$ cat src/rtl/core/ettv_pkg.sv
package ettv_pkg;

    // Field widths.
    localparam int ANGLE_BITS = 12;
    localparam int TURN_BITS  = 16;
    localparam int TIME_BITS  = 32;

    // Multiturn position and velocity arithmetic.
    localparam int TOTAL_BITS = TURN_BITS + ANGLE_BITS + 1;
    localparam int MAG_BITS   = TURN_BITS + ANGLE_BITS;
    localparam int VEL_BITS   = 32;

    // Microseconds per second, applied bit-serially.
    localparam int                    SCALE_BITS = 20;
    localparam logic [SCALE_BITS-1:0] SCALE      = SCALE_BITS'(1000000);
    localparam int                    PROD_BITS  = MAG_BITS + SCALE_BITS;

    // Configuration registers.
    localparam int JUMP_BITS      = ANGLE_BITS;
    localparam int ZERO_BITS      = 20;
    localparam int CFG_DATA_BITS  = 20;
    localparam int CFG_INDEX_BITS = 1;
    localparam int DVSR_BITS      = (TIME_BITS > ZERO_BITS) ? TIME_BITS : ZERO_BITS;

    localparam logic [JUMP_BITS-1:0] JUMP_RESET = JUMP_BITS'(3276);
    localparam logic [ZERO_BITS-1:0] ZERO_RESET = ZERO_BITS'(1000);

    localparam logic [CFG_INDEX_BITS-1:0] REG_JUMP_THRESHOLD = CFG_INDEX_BITS'(0);
    localparam logic [CFG_INDEX_BITS-1:0] REG_ZERO_INTERVAL  = CFG_INDEX_BITS'(1);

    // Iteration counters.
    localparam int MUL_CNT_BITS = $clog2(SCALE_BITS);
    localparam int DIV_CNT_BITS = $clog2(PROD_BITS);

    // Opcodes.
    typedef logic [1:0] opcode_t;
    localparam opcode_t OP_SAMPLE   = 2'd0;
    localparam opcode_t OP_VELOCITY = 2'd1;
    localparam opcode_t OP_SEED     = 2'd2;

    typedef struct packed {
        opcode_t               opcode;
        logic [ANGLE_BITS-1:0] sample_angle;
        logic [TIME_BITS-1:0]  sample_time_us;
    } req_t;

    typedef struct packed {
        logic signed [TOTAL_BITS-1:0] total_angle;
        logic [ANGLE_BITS-1:0]        last_angle_out;
        logic signed [TURN_BITS-1:0]  turns_out;
        logic signed [VEL_BITS-1:0]   velocity;
        logic                         velocity_valid;
    } rsp_t;

    typedef struct packed {
        logic [ANGLE_BITS-1:0] last_angle;
        logic [TIME_BITS-1:0]  last_time;
        logic [TURN_BITS-1:0]  turn_count;
        logic [ANGLE_BITS-1:0] ref_angle;
        logic [TIME_BITS-1:0]  ref_time;
        logic [TURN_BITS-1:0]  ref_turns;
    } trk_state_t;

    typedef enum logic [1:0] {
        ST_IDLE,
        ST_MUL,
        ST_DIV,
        ST_DONE
    } state_t;

endpackage

$ cat src/rtl/core/ettv_track.sv
// Holds the tracked angle, time and turn count together with the velocity
// references, and applies one transaction's update to them.
module ettv_track (
    input  logic                             clk,
    input  logic                             rst_n,
    input  logic                             accept,
    input  ettv_pkg::req_t                   req,
    input  logic [ettv_pkg::JUMP_BITS-1:0]   jump_threshold,
    output ettv_pkg::trk_state_t             trk,
    output ettv_pkg::trk_state_t             trk_upd
);

    ettv_pkg::trk_state_t                  trk_reg;
    ettv_pkg::trk_state_t                  trk_next;
    logic signed [ettv_pkg::ANGLE_BITS:0]  jump_diff;
    logic [ettv_pkg::ANGLE_BITS-1:0]       jump_mag;
    logic                                  big_jump;

    assign jump_diff = $signed({1'b0, req.sample_angle}) - $signed({1'b0, trk_reg.last_angle});
    assign jump_mag  = jump_diff[ettv_pkg::ANGLE_BITS]
                       ? ettv_pkg::ANGLE_BITS'(-jump_diff)
                       : jump_diff[ettv_pkg::ANGLE_BITS-1:0];
    assign big_jump  = jump_mag > jump_threshold;

    always_comb
    begin
        trk_upd = trk_reg;
        case (req.opcode)
            ettv_pkg::OP_SAMPLE:
            begin
                if (big_jump)
                begin
                    if (jump_diff[ettv_pkg::ANGLE_BITS])
                    begin
                        trk_upd.turn_count = trk_reg.turn_count - ettv_pkg::TURN_BITS'(1);
                    end
                    else
                    begin
                        trk_upd.turn_count = trk_reg.turn_count + ettv_pkg::TURN_BITS'(1);
                    end
                end
                trk_upd.last_angle = req.sample_angle;
                trk_upd.last_time  = req.sample_time_us;
            end
            ettv_pkg::OP_VELOCITY:
            begin
                trk_upd.ref_angle = trk_reg.last_angle;
                trk_upd.ref_time  = trk_reg.last_time;
                trk_upd.ref_turns = trk_reg.turn_count;
            end
            ettv_pkg::OP_SEED:
            begin
                trk_upd.ref_angle  = req.sample_angle;
                trk_upd.ref_time   = req.sample_time_us;
                trk_upd.last_angle = req.sample_angle;
                trk_upd.last_time  = req.sample_time_us;
            end
            default:
            begin
                trk_upd = trk_reg;
            end
        endcase
    end

    assign trk_next = accept ? trk_upd : trk_reg;
    assign trk      = trk_reg;

    always_ff @(posedge clk or negedge rst_n)
    begin
        if (!rst_n)
        begin
            trk_reg <= '0;
        end
        else
        begin
            trk_reg <= trk_next;
        end
    end

endmodule

$ cat src/rtl/core/ettv_mul.sv
// Multiplies the position change by one million, one bit of the constant
// per cycle, most significant bit first.
module ettv_mul (
    input  logic                             clk,
    input  logic                             rst_n,
    input  logic                             start,
    input  logic [ettv_pkg::MAG_BITS-1:0]    mag,
    output logic                             done,
    output logic [ettv_pkg::PROD_BITS-1:0]   product
);

    logic [ettv_pkg::MAG_BITS-1:0]     mag_reg;
    logic [ettv_pkg::MAG_BITS-1:0]     mag_next;
    logic [ettv_pkg::PROD_BITS-1:0]    acc_reg;
    logic [ettv_pkg::PROD_BITS-1:0]    acc_next;
    logic [ettv_pkg::MUL_CNT_BITS-1:0] cnt_reg;
    logic [ettv_pkg::MUL_CNT_BITS-1:0] cnt_next;
    logic                              busy_reg;
    logic                              busy_next;
    logic                              done_reg;
    logic                              done_next;
    logic [ettv_pkg::PROD_BITS-1:0]    addend;

    assign addend = ettv_pkg::SCALE[cnt_reg] ? ettv_pkg::PROD_BITS'(mag_reg) : '0;

    always_comb
    begin
        mag_next  = mag_reg;
        acc_next  = acc_reg;
        cnt_next  = cnt_reg;
        busy_next = busy_reg;
        done_next = 1'b0;
        if (start)
        begin
            mag_next  = mag;
            acc_next  = '0;
            cnt_next  = ettv_pkg::MUL_CNT_BITS'(ettv_pkg::SCALE_BITS - 1);
            busy_next = 1'b1;
        end
        else if (busy_reg)
        begin
            acc_next = {acc_reg[ettv_pkg::PROD_BITS-2:0], 1'b0} + addend;
            cnt_next = cnt_reg - ettv_pkg::MUL_CNT_BITS'(1);
            if (cnt_reg == '0)
            begin
                busy_next = 1'b0;
                done_next = 1'b1;
            end
        end
    end

    always_ff @(posedge clk or negedge rst_n)
    begin
        if (!rst_n)
        begin
            cnt_reg  <= '0;
            busy_reg <= 1'b0;
            done_reg <= 1'b0;
        end
        else
        begin
            cnt_reg  <= cnt_next;
            busy_reg <= busy_next;
            done_reg <= done_next;
        end
    end

    always_ff @(posedge clk)
    begin
        mag_reg <= mag_next;
        acc_reg <= acc_next;
    end

    assign done    = done_reg;
    assign product = acc_reg;

endmodule

$ cat src/rtl/core/ettv_div.sv
// Restoring divider: one quotient bit per cycle, the dividend shifting out
// of the same register that the quotient shifts into.
module ettv_div (
    input  logic                             clk,
    input  logic                             rst_n,
    input  logic                             start,
    input  logic [ettv_pkg::PROD_BITS-1:0]   dividend,
    input  logic [ettv_pkg::DVSR_BITS-1:0]   divisor,
    output logic                             done,
    output logic [ettv_pkg::PROD_BITS-1:0]   quotient
);

    logic [ettv_pkg::PROD_BITS-1:0]    dq_reg;
    logic [ettv_pkg::PROD_BITS-1:0]    dq_next;
    logic [ettv_pkg::DVSR_BITS-1:0]    rem_reg;
    logic [ettv_pkg::DVSR_BITS-1:0]    rem_next;
    logic [ettv_pkg::DVSR_BITS-1:0]    dvsr_reg;
    logic [ettv_pkg::DVSR_BITS-1:0]    dvsr_next;
    logic [ettv_pkg::DIV_CNT_BITS-1:0] cnt_reg;
    logic [ettv_pkg::DIV_CNT_BITS-1:0] cnt_next;
    logic                              busy_reg;
    logic                              busy_next;
    logic                              done_reg;
    logic                              done_next;
    logic [ettv_pkg::DVSR_BITS:0]      trial;
    logic [ettv_pkg::DVSR_BITS:0]      diff;
    logic                              fits;

    assign trial = {rem_reg, dq_reg[ettv_pkg::PROD_BITS-1]};
    assign diff  = trial - {1'b0, dvsr_reg};
    assign fits  = trial >= {1'b0, dvsr_reg};

    always_comb
    begin
        dq_next   = dq_reg;
        rem_next  = rem_reg;
        dvsr_next = dvsr_reg;
        cnt_next  = cnt_reg;
        busy_next = busy_reg;
        done_next = 1'b0;
        if (start)
        begin
            dq_next   = dividend;
            rem_next  = '0;
            dvsr_next = divisor;
            cnt_next  = ettv_pkg::DIV_CNT_BITS'(ettv_pkg::PROD_BITS - 1);
            busy_next = 1'b1;
        end
        else if (busy_reg)
        begin
            // The partial remainder always stays below the divisor.
            rem_next = fits ? diff[ettv_pkg::DVSR_BITS-1:0] : trial[ettv_pkg::DVSR_BITS-1:0];
            dq_next  = {dq_reg[ettv_pkg::PROD_BITS-2:0], fits};
            cnt_next = cnt_reg - ettv_pkg::DIV_CNT_BITS'(1);
            if (cnt_reg == '0)
            begin
                busy_next = 1'b0;
                done_next = 1'b1;
            end
        end
    end

    always_ff @(posedge clk or negedge rst_n)
    begin
        if (!rst_n)
        begin
            cnt_reg  <= '0;
            busy_reg <= 1'b0;
            done_reg <= 1'b0;
        end
        else
        begin
            cnt_reg  <= cnt_next;
            busy_reg <= busy_next;
            done_reg <= done_next;
        end
    end

    always_ff @(posedge clk)
    begin
        dq_reg   <= dq_next;
        rem_reg  <= rem_next;
        dvsr_reg <= dvsr_next;
    end

    assign done     = done_reg;
    assign quotient = dq_reg;

endmodule

$ cat src/rtl/core/encoder_turn_tracker_velocity.sv
// Latency: sample, seed and unused-opcode transactions reach the result register one cycle
// after acceptance, and may follow each other in consecutive cycles.
// A velocity read reaches the result register after the bit-serial multiply by one million,
// the restoring divide and a hand-over through the done state.
// No new request is taken until a velocity read's result has been loaded.
// Reset: asynchronous, active low; tracked state clears to zero and registers take defaults.
module encoder_turn_tracker_velocity (
    input  logic                                  clk,
    input  logic                                  rst_n,
    input  logic                                  cfg_wr_en,
    input  logic [ettv_pkg::CFG_INDEX_BITS-1:0]   cfg_index,
    input  logic [ettv_pkg::CFG_DATA_BITS-1:0]    cfg_wdata,
    input  logic                                  req_valid,
    output logic                                  req_ready,
    input  ettv_pkg::req_t                        req,
    output logic                                  rsp_valid,
    input  logic                                  rsp_ready,
    output ettv_pkg::rsp_t                        rsp
);

    // Configuration registers.
    logic [ettv_pkg::JUMP_BITS-1:0]        jump_reg;
    logic [ettv_pkg::JUMP_BITS-1:0]        jump_next;
    logic [ettv_pkg::ZERO_BITS-1:0]        zero_reg;
    logic [ettv_pkg::ZERO_BITS-1:0]        zero_next;

    // Sequencer.
    ettv_pkg::state_t                      state_reg;
    ettv_pkg::state_t                      state_next;
    logic                                  req_fire;
    logic                                  is_velocity;
    logic                                  out_free;
    logic                                  mul_start;
    logic                                  div_start;
    logic                                  done_load;

    // Tracker view.
    ettv_pkg::trk_state_t                  trk;
    ettv_pkg::trk_state_t                  trk_upd;

    // Velocity operands.
    logic [ettv_pkg::TIME_BITS-1:0]        elapsed;
    logic [ettv_pkg::DVSR_BITS-1:0]        divisor_sel;
    logic signed [ettv_pkg::TURN_BITS:0]   dturn;
    logic signed [ettv_pkg::ANGLE_BITS:0]  dang;
    logic signed [ettv_pkg::TOTAL_BITS-1:0] num;
    logic [ettv_pkg::MAG_BITS-1:0]         mag;
    logic [ettv_pkg::DVSR_BITS-1:0]        divisor_reg;
    logic [ettv_pkg::DVSR_BITS-1:0]        divisor_next;
    logic                                  neg_reg;
    logic                                  neg_next;

    // Serial units.
    logic                                  mul_done;
    logic [ettv_pkg::PROD_BITS-1:0]        product;
    logic                                  div_done;
    logic [ettv_pkg::PROD_BITS-1:0]        quotient;
    logic [ettv_pkg::VEL_BITS-1:0]         vel_sat;
    logic                                  q_above_pos;
    logic                                  q_above_neg;

    // Result register.
    ettv_pkg::rsp_t                        rsp_reg;
    ettv_pkg::rsp_t                        rsp_next;
    logic                                  rsp_valid_reg;
    logic                                  rsp_valid_next;
    logic signed [ettv_pkg::TURN_BITS:0]   neg_turns_upd;
    logic signed [ettv_pkg::TURN_BITS:0]   neg_turns_cur;

    // ------------------------------------------------------------------
    // Configuration writes take effect at once; the user must write only while the block is
    // idle, so that no transaction in flight sees a change. The block does not enforce this.
    // ------------------------------------------------------------------
    always_comb
    begin
        jump_next = jump_reg;
        zero_next = zero_reg;
        if (cfg_wr_en)
        begin
            case (cfg_index)
                ettv_pkg::REG_JUMP_THRESHOLD:
                begin
                    jump_next = cfg_wdata[ettv_pkg::JUMP_BITS-1:0];
                end
                ettv_pkg::REG_ZERO_INTERVAL:
                begin
                    zero_next = cfg_wdata[ettv_pkg::ZERO_BITS-1:0];
                end
                default:
                begin
                    jump_next = jump_reg;
                end
            endcase
        end
    end

    // ------------------------------------------------------------------
    // Handshake and sequencer. Only a velocity read leaves the idle state;
    // every other transaction completes in the cycle it is accepted, as
    // long as the result register is free or being emptied.
    // ------------------------------------------------------------------
    assign out_free    = !rsp_valid_reg || rsp_ready;
    assign is_velocity = req.opcode == ettv_pkg::OP_VELOCITY;
    assign req_fire    = req_valid && req_ready;

    always_comb
    begin
        state_next = state_reg;
        case (state_reg)
            ettv_pkg::ST_IDLE:
            begin
                if (req_fire && is_velocity)
                begin
                    state_next = ettv_pkg::ST_MUL;
                end
            end
            ettv_pkg::ST_MUL:
            begin
                if (mul_done)
                begin
                    state_next = ettv_pkg::ST_DIV;
                end
            end
            ettv_pkg::ST_DIV:
            begin
                if (div_done)
                begin
                    state_next = ettv_pkg::ST_DONE;
                end
            end
            ettv_pkg::ST_DONE:
            begin
                if (out_free)
                begin
                    state_next = ettv_pkg::ST_IDLE;
                end
            end
            default:
            begin
                state_next = ettv_pkg::ST_IDLE;
            end
        endcase
    end

    always_comb
    begin
        req_ready = 1'b0;
        div_start = 1'b0;
        done_load = 1'b0;
        case (state_reg)
            ettv_pkg::ST_IDLE:
            begin
                req_ready = out_free;
            end
            ettv_pkg::ST_MUL:
            begin
                div_start = mul_done;
            end
            ettv_pkg::ST_DIV:
            begin
                req_ready = 1'b0;
            end
            ettv_pkg::ST_DONE:
            begin
                done_load = out_free;
            end
            default:
            begin
                req_ready = 1'b0;
            end
        endcase
    end

    assign mul_start = req_fire && is_velocity;

    // ------------------------------------------------------------------
    // Turn tracking and reference state.
    // ------------------------------------------------------------------
    ettv_track u_track (
        .clk            (clk),
        .rst_n          (rst_n),
        .accept         (req_fire),
        .req            (req),
        .jump_threshold (jump_reg),
        .trk            (trk),
        .trk_upd        (trk_upd)
    );

    // ------------------------------------------------------------------
    // Velocity operands, taken from the state before the references are
    // latched. The position change is formed exactly in sign and magnitude;
    // the sign is held aside while the magnitude goes through the serial
    // multiplier and divider. A zero interval falls back to the configured
    // value, and a zero fallback to one microsecond.
    // ------------------------------------------------------------------
    assign elapsed = trk.last_time - trk.ref_time;

    always_comb
    begin
        if (elapsed != '0)
        begin
            divisor_sel = ettv_pkg::DVSR_BITS'(elapsed);
        end
        else if (zero_reg != '0)
        begin
            divisor_sel = ettv_pkg::DVSR_BITS'(zero_reg);
        end
        else
        begin
            divisor_sel = ettv_pkg::DVSR_BITS'(1);
        end
    end

    assign dturn = $signed({trk.turn_count[ettv_pkg::TURN_BITS-1], trk.turn_count})
                 - $signed({trk.ref_turns[ettv_pkg::TURN_BITS-1], trk.ref_turns});
    assign dang  = $signed({1'b0, trk.last_angle}) - $signed({1'b0, trk.ref_angle});
    assign num   = $signed({dturn, {ettv_pkg::ANGLE_BITS{1'b0}}})
                 - $signed({{(ettv_pkg::TOTAL_BITS-ettv_pkg::ANGLE_BITS-1){dang[ettv_pkg::ANGLE_BITS]}},
                            dang});
    assign mag   = num[ettv_pkg::TOTAL_BITS-1]
                   ? ettv_pkg::MAG_BITS'(-num)
                   : num[ettv_pkg::MAG_BITS-1:0];

    assign divisor_next = mul_start ? divisor_sel : divisor_reg;
    assign neg_next     = mul_start ? num[ettv_pkg::TOTAL_BITS-1] : neg_reg;

    ettv_mul u_mul (
        .clk     (clk),
        .rst_n   (rst_n),
        .start   (mul_start),
        .mag     (mag),
        .done    (mul_done),
        .product (product)
    );

    ettv_div u_div (
        .clk      (clk),
        .rst_n    (rst_n),
        .start    (div_start),
        .dividend (product),
        .divisor  (divisor_reg),
        .done     (div_done),
        .quotient (quotient)
    );

    // ------------------------------------------------------------------
    // Saturation of the truncated quotient to the signed 32-bit range. The
    // negative side reaches one step further than the positive side.
    // ------------------------------------------------------------------
    assign q_above_pos = |quotient[ettv_pkg::PROD_BITS-1:ettv_pkg::VEL_BITS-1];
    assign q_above_neg = (|quotient[ettv_pkg::PROD_BITS-1:ettv_pkg::VEL_BITS])
                       || (quotient[ettv_pkg::VEL_BITS-1]
                           && (|quotient[ettv_pkg::VEL_BITS-2:0]));

    always_comb
    begin
        if (neg_reg)
        begin
            if (q_above_neg)
            begin
                vel_sat = {1'b1, {(ettv_pkg::VEL_BITS-1){1'b0}}};
            end
            else
            begin
                vel_sat = -quotient[ettv_pkg::VEL_BITS-1:0];
            end
        end
        else
        begin
            if (q_above_pos)
            begin
                vel_sat = {1'b0, {(ettv_pkg::VEL_BITS-1){1'b1}}};
            end
            else
            begin
                vel_sat = quotient[ettv_pkg::VEL_BITS-1:0];
            end
        end
    end

    // ------------------------------------------------------------------
    // Result register. The total angle is minus the turn count times a
    // full turn plus the single-turn angle; since the angle fills exactly
    // the low bits, it is the negated count placed above the angle.
    // The tracker state does not move during a velocity read, so the
    // position fields of that result come from the current state.
    // ------------------------------------------------------------------
    assign neg_turns_upd = -$signed({trk_upd.turn_count[ettv_pkg::TURN_BITS-1],
                                     trk_upd.turn_count});
    assign neg_turns_cur = -$signed({trk.turn_count[ettv_pkg::TURN_BITS-1], trk.turn_count});

    always_comb
    begin
        rsp_next       = rsp_reg;
        rsp_valid_next = rsp_valid_reg;
        if (req_fire && !is_velocity)
        begin
            rsp_next.total_angle    = $signed({neg_turns_upd, trk_upd.last_angle});
            rsp_next.last_angle_out = trk_upd.last_angle;
            rsp_next.turns_out      = $signed(trk_upd.turn_count);
            rsp_next.velocity       = '0;
            rsp_next.velocity_valid = 1'b0;
            rsp_valid_next          = 1'b1;
        end
        else if (done_load)
        begin
            rsp_next.total_angle    = $signed({neg_turns_cur, trk.last_angle});
            rsp_next.last_angle_out = trk.last_angle;
            rsp_next.turns_out      = $signed(trk.turn_count);
            rsp_next.velocity       = $signed(vel_sat);
            rsp_next.velocity_valid = 1'b1;
            rsp_valid_next          = 1'b1;
        end
        else if (rsp_ready)
        begin
            rsp_valid_next = 1'b0;
        end
    end

    // ------------------------------------------------------------------
    // Registers.
    // ------------------------------------------------------------------
    always_ff @(posedge clk or negedge rst_n)
    begin
        if (!rst_n)
        begin
            jump_reg      <= ettv_pkg::JUMP_RESET;
            zero_reg      <= ettv_pkg::ZERO_RESET;
            state_reg     <= ettv_pkg::ST_IDLE;
            rsp_valid_reg <= 1'b0;
        end
        else
        begin
            jump_reg      <= jump_next;
            zero_reg      <= zero_next;
            state_reg     <= state_next;
            rsp_valid_reg <= rsp_valid_next;
        end
    end

    always_ff @(posedge clk)
    begin
        divisor_reg <= divisor_next;
        neg_reg     <= neg_next;
        rsp_reg     <= rsp_next;
    end

    assign rsp_valid = rsp_valid_reg;
    assign rsp       = rsp_reg;

`ifndef ASSERT_OFF
    // The multiplier only finishes while the sequencer waits for it.
    assert property (@(posedge clk) disable iff (!rst_n)
        mul_done |-> state_reg == ettv_pkg::ST_MUL)
        else $error("multiplier finished outside the multiply phase");

    // The divider only finishes while the sequencer waits for it.
    assert property (@(posedge clk) disable iff (!rst_n)
        div_done |-> state_reg == ettv_pkg::ST_DIV)
        else $error("divider finished outside the divide phase");

    // An accepted velocity read always starts the serial multiply.
    assert property (@(posedge clk) disable iff (!rst_n)
        (req_valid && req_ready && req.opcode == ettv_pkg::OP_VELOCITY)
        |=> state_reg == ettv_pkg::ST_MUL)
        else $error("velocity read did not start the multiplier");

    // A result that does not answer a velocity read carries zero velocity.
    assert property (@(posedge clk) disable iff (!rst_n)
        (rsp_valid_reg && !rsp_reg.velocity_valid) |-> rsp_reg.velocity == '0)
        else $error("non-velocity result with non-zero velocity");
`endif

endmodule

$ cat config.mk
export PLATFORM = sky130hd
export DESIGN_NAME = encoder_turn_tracker_velocity
export DESIGN_NICKNAME = d
export VERILOG_FILES = /design/src/rtl/core/ettv_pkg.sv /design/src/rtl/core/ettv_track.sv /design/src/rtl/core/ettv_mul.sv /design/src/rtl/core/ettv_div.sv /design/src/rtl/core/encoder_turn_tracker_velocity.sv
export SDC_FILE = /design/constraint.sdc
export NUM_CORES = 1
export LEC_CHECK = 0
export ABC_AREA = 1
export BUFFER_PORTS_ARGS = -buffer_cell sky130_fd_sc_hd__buf_2
export CELL_PAD_IN_SITES_DETAIL_PLACEMENT = 0
export CELL_PAD_IN_SITES_GLOBAL_PLACEMENT = 1
export CORE_MARGIN = 10
export CORE_UTILIZATION = 35
export DETAILED_ROUTE_END_ITERATION = 10
export GPL_TIMING_DRIVEN = 0
export PLACE_DENSITY = 0.66
export RECOVER_POWER = 100
export SYNTH_ARGS = -nofsm -noshare
export SYNTH_HDL_FRONTEND = slang
export SYNTH_SLANG_ARGS = --single-unit
$ cat constraint.sdc
create_clock -name clk -period 4.4 [get_ports clk]
set_input_delay 0.22 -clock clk [delete_from_list [all_inputs] [get_ports clk]]
set_output_delay 0.22 -clock clk [all_outputs]
set_load 0.005 [all_outputs]
==> results.json <==
{
  "status": "finished, violations left",
  "violations": "max-capacitance violations, max-slew violations, negative setup slack",
  "setup-violations-final": 60,
  "max_freq_ghz": 0.216,
  "ys_types": 66,
  "grt_pass1_wl_um": 158000,
  "hold_viol": 0,
  "nets": 4811,
  "rsz0062_at_grt": "yes",
  "die_height_um": 320,
  "cp.arrival_ps": 5000,
  "crit_fanout": 6,
  "syn_to_final_growth_pct": 21.4,
  "h-tree-depth": 2,
  "drc": 0,
  "clock_sinks": 468,
  "drt-initial-drc-count": 1649,
  "cts_tree": "built",
  "io_buffers": 163,
  "yosysSeqAreaShare_pct": 38.4,
  "antennaDiodeCount": 0,
  "die_w_um": 320,
  "cp.required_ps": 4760,
  "synth_area_um2": 31500,
  "drv_cap": 3,
  "grt_use_total_pct": 19.1,
  "grt_remaining_overflow": 0,
  "utilization_pct": 43.0,
  "netlist_instances": 4184,
  "avgRoutedWirePerCell_um": 17.5,
  "avgSynthCellArea_um2": 7.52,
  "multi_input_area_um2": 17600,
  "synth.ff_latch_count": 468,
  "synth_top_cell_by_area": "edfxtp_1",
  "grt_max_degree": 100,
  "period_share_pct": 105,
  "ys.flop_type": "edfxtp_1",
  "coreArea_um2": 88800,
  "fin_cells": 5757,
  "maxSlewHeadroom_pct": -142,
  "setup.worst_path.end_class": "flip-flop",
  "synth_edf_count": 185,
  "fillers": 9197,
  "firstDrtPassIters": 6,
  "die_area_um2": 102000,
  "start_kind": "flip-flop",
  "hpwl_um": 77700,
  "antenna_found_initial": 2,
  "clockBufferDepth": 3,
  "ant_nets": 0,
  "synth_top_cell_area_share_pct": 17.7,
  "regArea_um2": 12100,
  "yosys-top-cells-count": "nand2_1, inv_1, o21ai_0, nor2_1, a21oi_1",
  "worstSetupPathType": "reg2reg",
  "fin_crit_ps": 4640,
  "clkLatencyLatePin_ps": 660,
  "synth_nets": 4453,
  "yosys-top-cells-area": "edfxtp_1, dfrtp_1, nand2_1",
  "clkTransAtPathRegs_ps": 60,
  "gp_congestion": 0.883,
  "vias": 28600,
  "dp.cells": 5517,
  "worstHoldPathType": "in2reg",
  "worstMarginPinSlew_ps": 3630,
  "hold-worst-slack_ps": 66.5,
  "cts_inserted_buffers": 58,
  "vias_per_cell": 4.96,
  "skew_ps": 21.6,
  "root_buffer": "clkbuf_16",
  "setup_slack_ps": -236,
  "yosysWarningCount": 0,
  "yosys.cell_count.top_type": "nand2_1",
  "grt_pass1_vias": 28200,
  "finalMaxSlewViolations": 127,
  "fp-row-count": 109,
  "io-pin-count": 164,
  "largest_register_ffs": 120,
  "wl_um": 101000,
  "drive_gt1_share_pct": 12.6,
  "postSynth.asyncResetShare_pct": 36.3,
  "start_util_pct": 35.4
}
-- cell families after synthesis --
kind of cell	synth area share [%]
AO/OA/AOI/OAI	16.2
XOR/XNOR	4.72
adder cells (fa/ha/maj)	8.00
buffers and inverters	9.26
flip-flops	38.4
multiplexers	0.286
AND/OR/NAND/NOR	23.1
-- critical path: stages, from the launching register on --
cell     delay [ps]
dfrtp_1         410
inv_2            90
ha_4            310
nand2_1          90
nor3_1          230
a21oi_2         140
o21ai_2         210
a31oi_1         120
xor2_1          310
nand3_1         120
nand2_1          90
xnor2_1          80
ha_1            320
nand4_1         140
nor3_2          160
nand2_1          90
nand3_2         130
nand2_8         100
buf_6           140
buf_6           110
o21ai_4         200
buf_4           170
nand3_4         110
inv_4            90
nand2_2          90
xor2_1          170
o21ai_1         110
-- through the flow --
stage                     setup slack [ps]  instance area, um^2  TNS (ps)
final                                 -236                38200     -6030
after global placement               -1640                33800   -221420
after CTS                             -277                37500     -2700
after detailed placement             -1110                33900    -51150
after floorplan                       5.08                31500         0
after global routing                  -524                38200    -33040
-- cell type report --
cell class	count	share of cell area, %
sequential	468	31.7
clock inverter	33	1.13
inverter	624	6.18
clock buffer	77	4.34
tap	1165	3.82
multi-input combinational	2966	46.0
buffer	126	1.58
timing repair buffer	298	5.25
-- per-layer routing --
layer  GRT usage [%]  wire length [um]  vias up
met5               0                 0        -
met1            26.6             49400    13400
met3            2.62              3870      111
li1                -                 -    14600
met2            31.1             45500      452
met4            4.56              2070        0
-- worst paths after layout --
kind | startpoint | slack (ps) | endpoint | cells past startpoint
max in group asynchronous | rst_n | 510 | u_track.trk[64] | 3
min | cfg_wr_en | 70 | jump_reg[2] | 4
max reg2reg | u_track.trk[113] | -240 | rsp[80] | 26
min in group asynchronous | rst_n | 1530 | u_track.trk[31] | 2
max | u_track.trk[113] | -240 | rsp[80] | 26
min reg2reg | divisor_reg[15] | 420 | u_div.dvsr_reg[15] | 0
-- layout by cell type, fill, tap and decap left out, types with 47 or more instances in the layout --
cell type,n
nand4_1,60
buf_2,94
nand2_1,914
ha_1,166
dfrtp_1,151
dlygate4sd3_1,64
inv_1,588
nand3_1,191
o21ai_0,385
a21oi_1,231
xnor2_1,49
xor2_1,104
clkbuf_16,62
clkbuf_1,176
nor3_1,47
buf_4,55
dfxtp_1,113
o211ai_1,72
edfxtp_1,185
nor2_1,301
-- timing repair --
| action | CTS | global route |
|---|---|---|
| pin swaps | 38 | 49 |
| setup endpoints to repair | 120 | 80 |
| hold buffers | 64 | 0 |
| endpoints found under the hold margin | 186 | 0 |
| cloned | 0 | 1 |
| setup buffers | 34 | 33 |
| gates resized for setup | 144 | 150 |
Power is left out: the tool's default activity adds up to more than one toggle a clock period on the data nets, which glitch-free logic cannot reach.
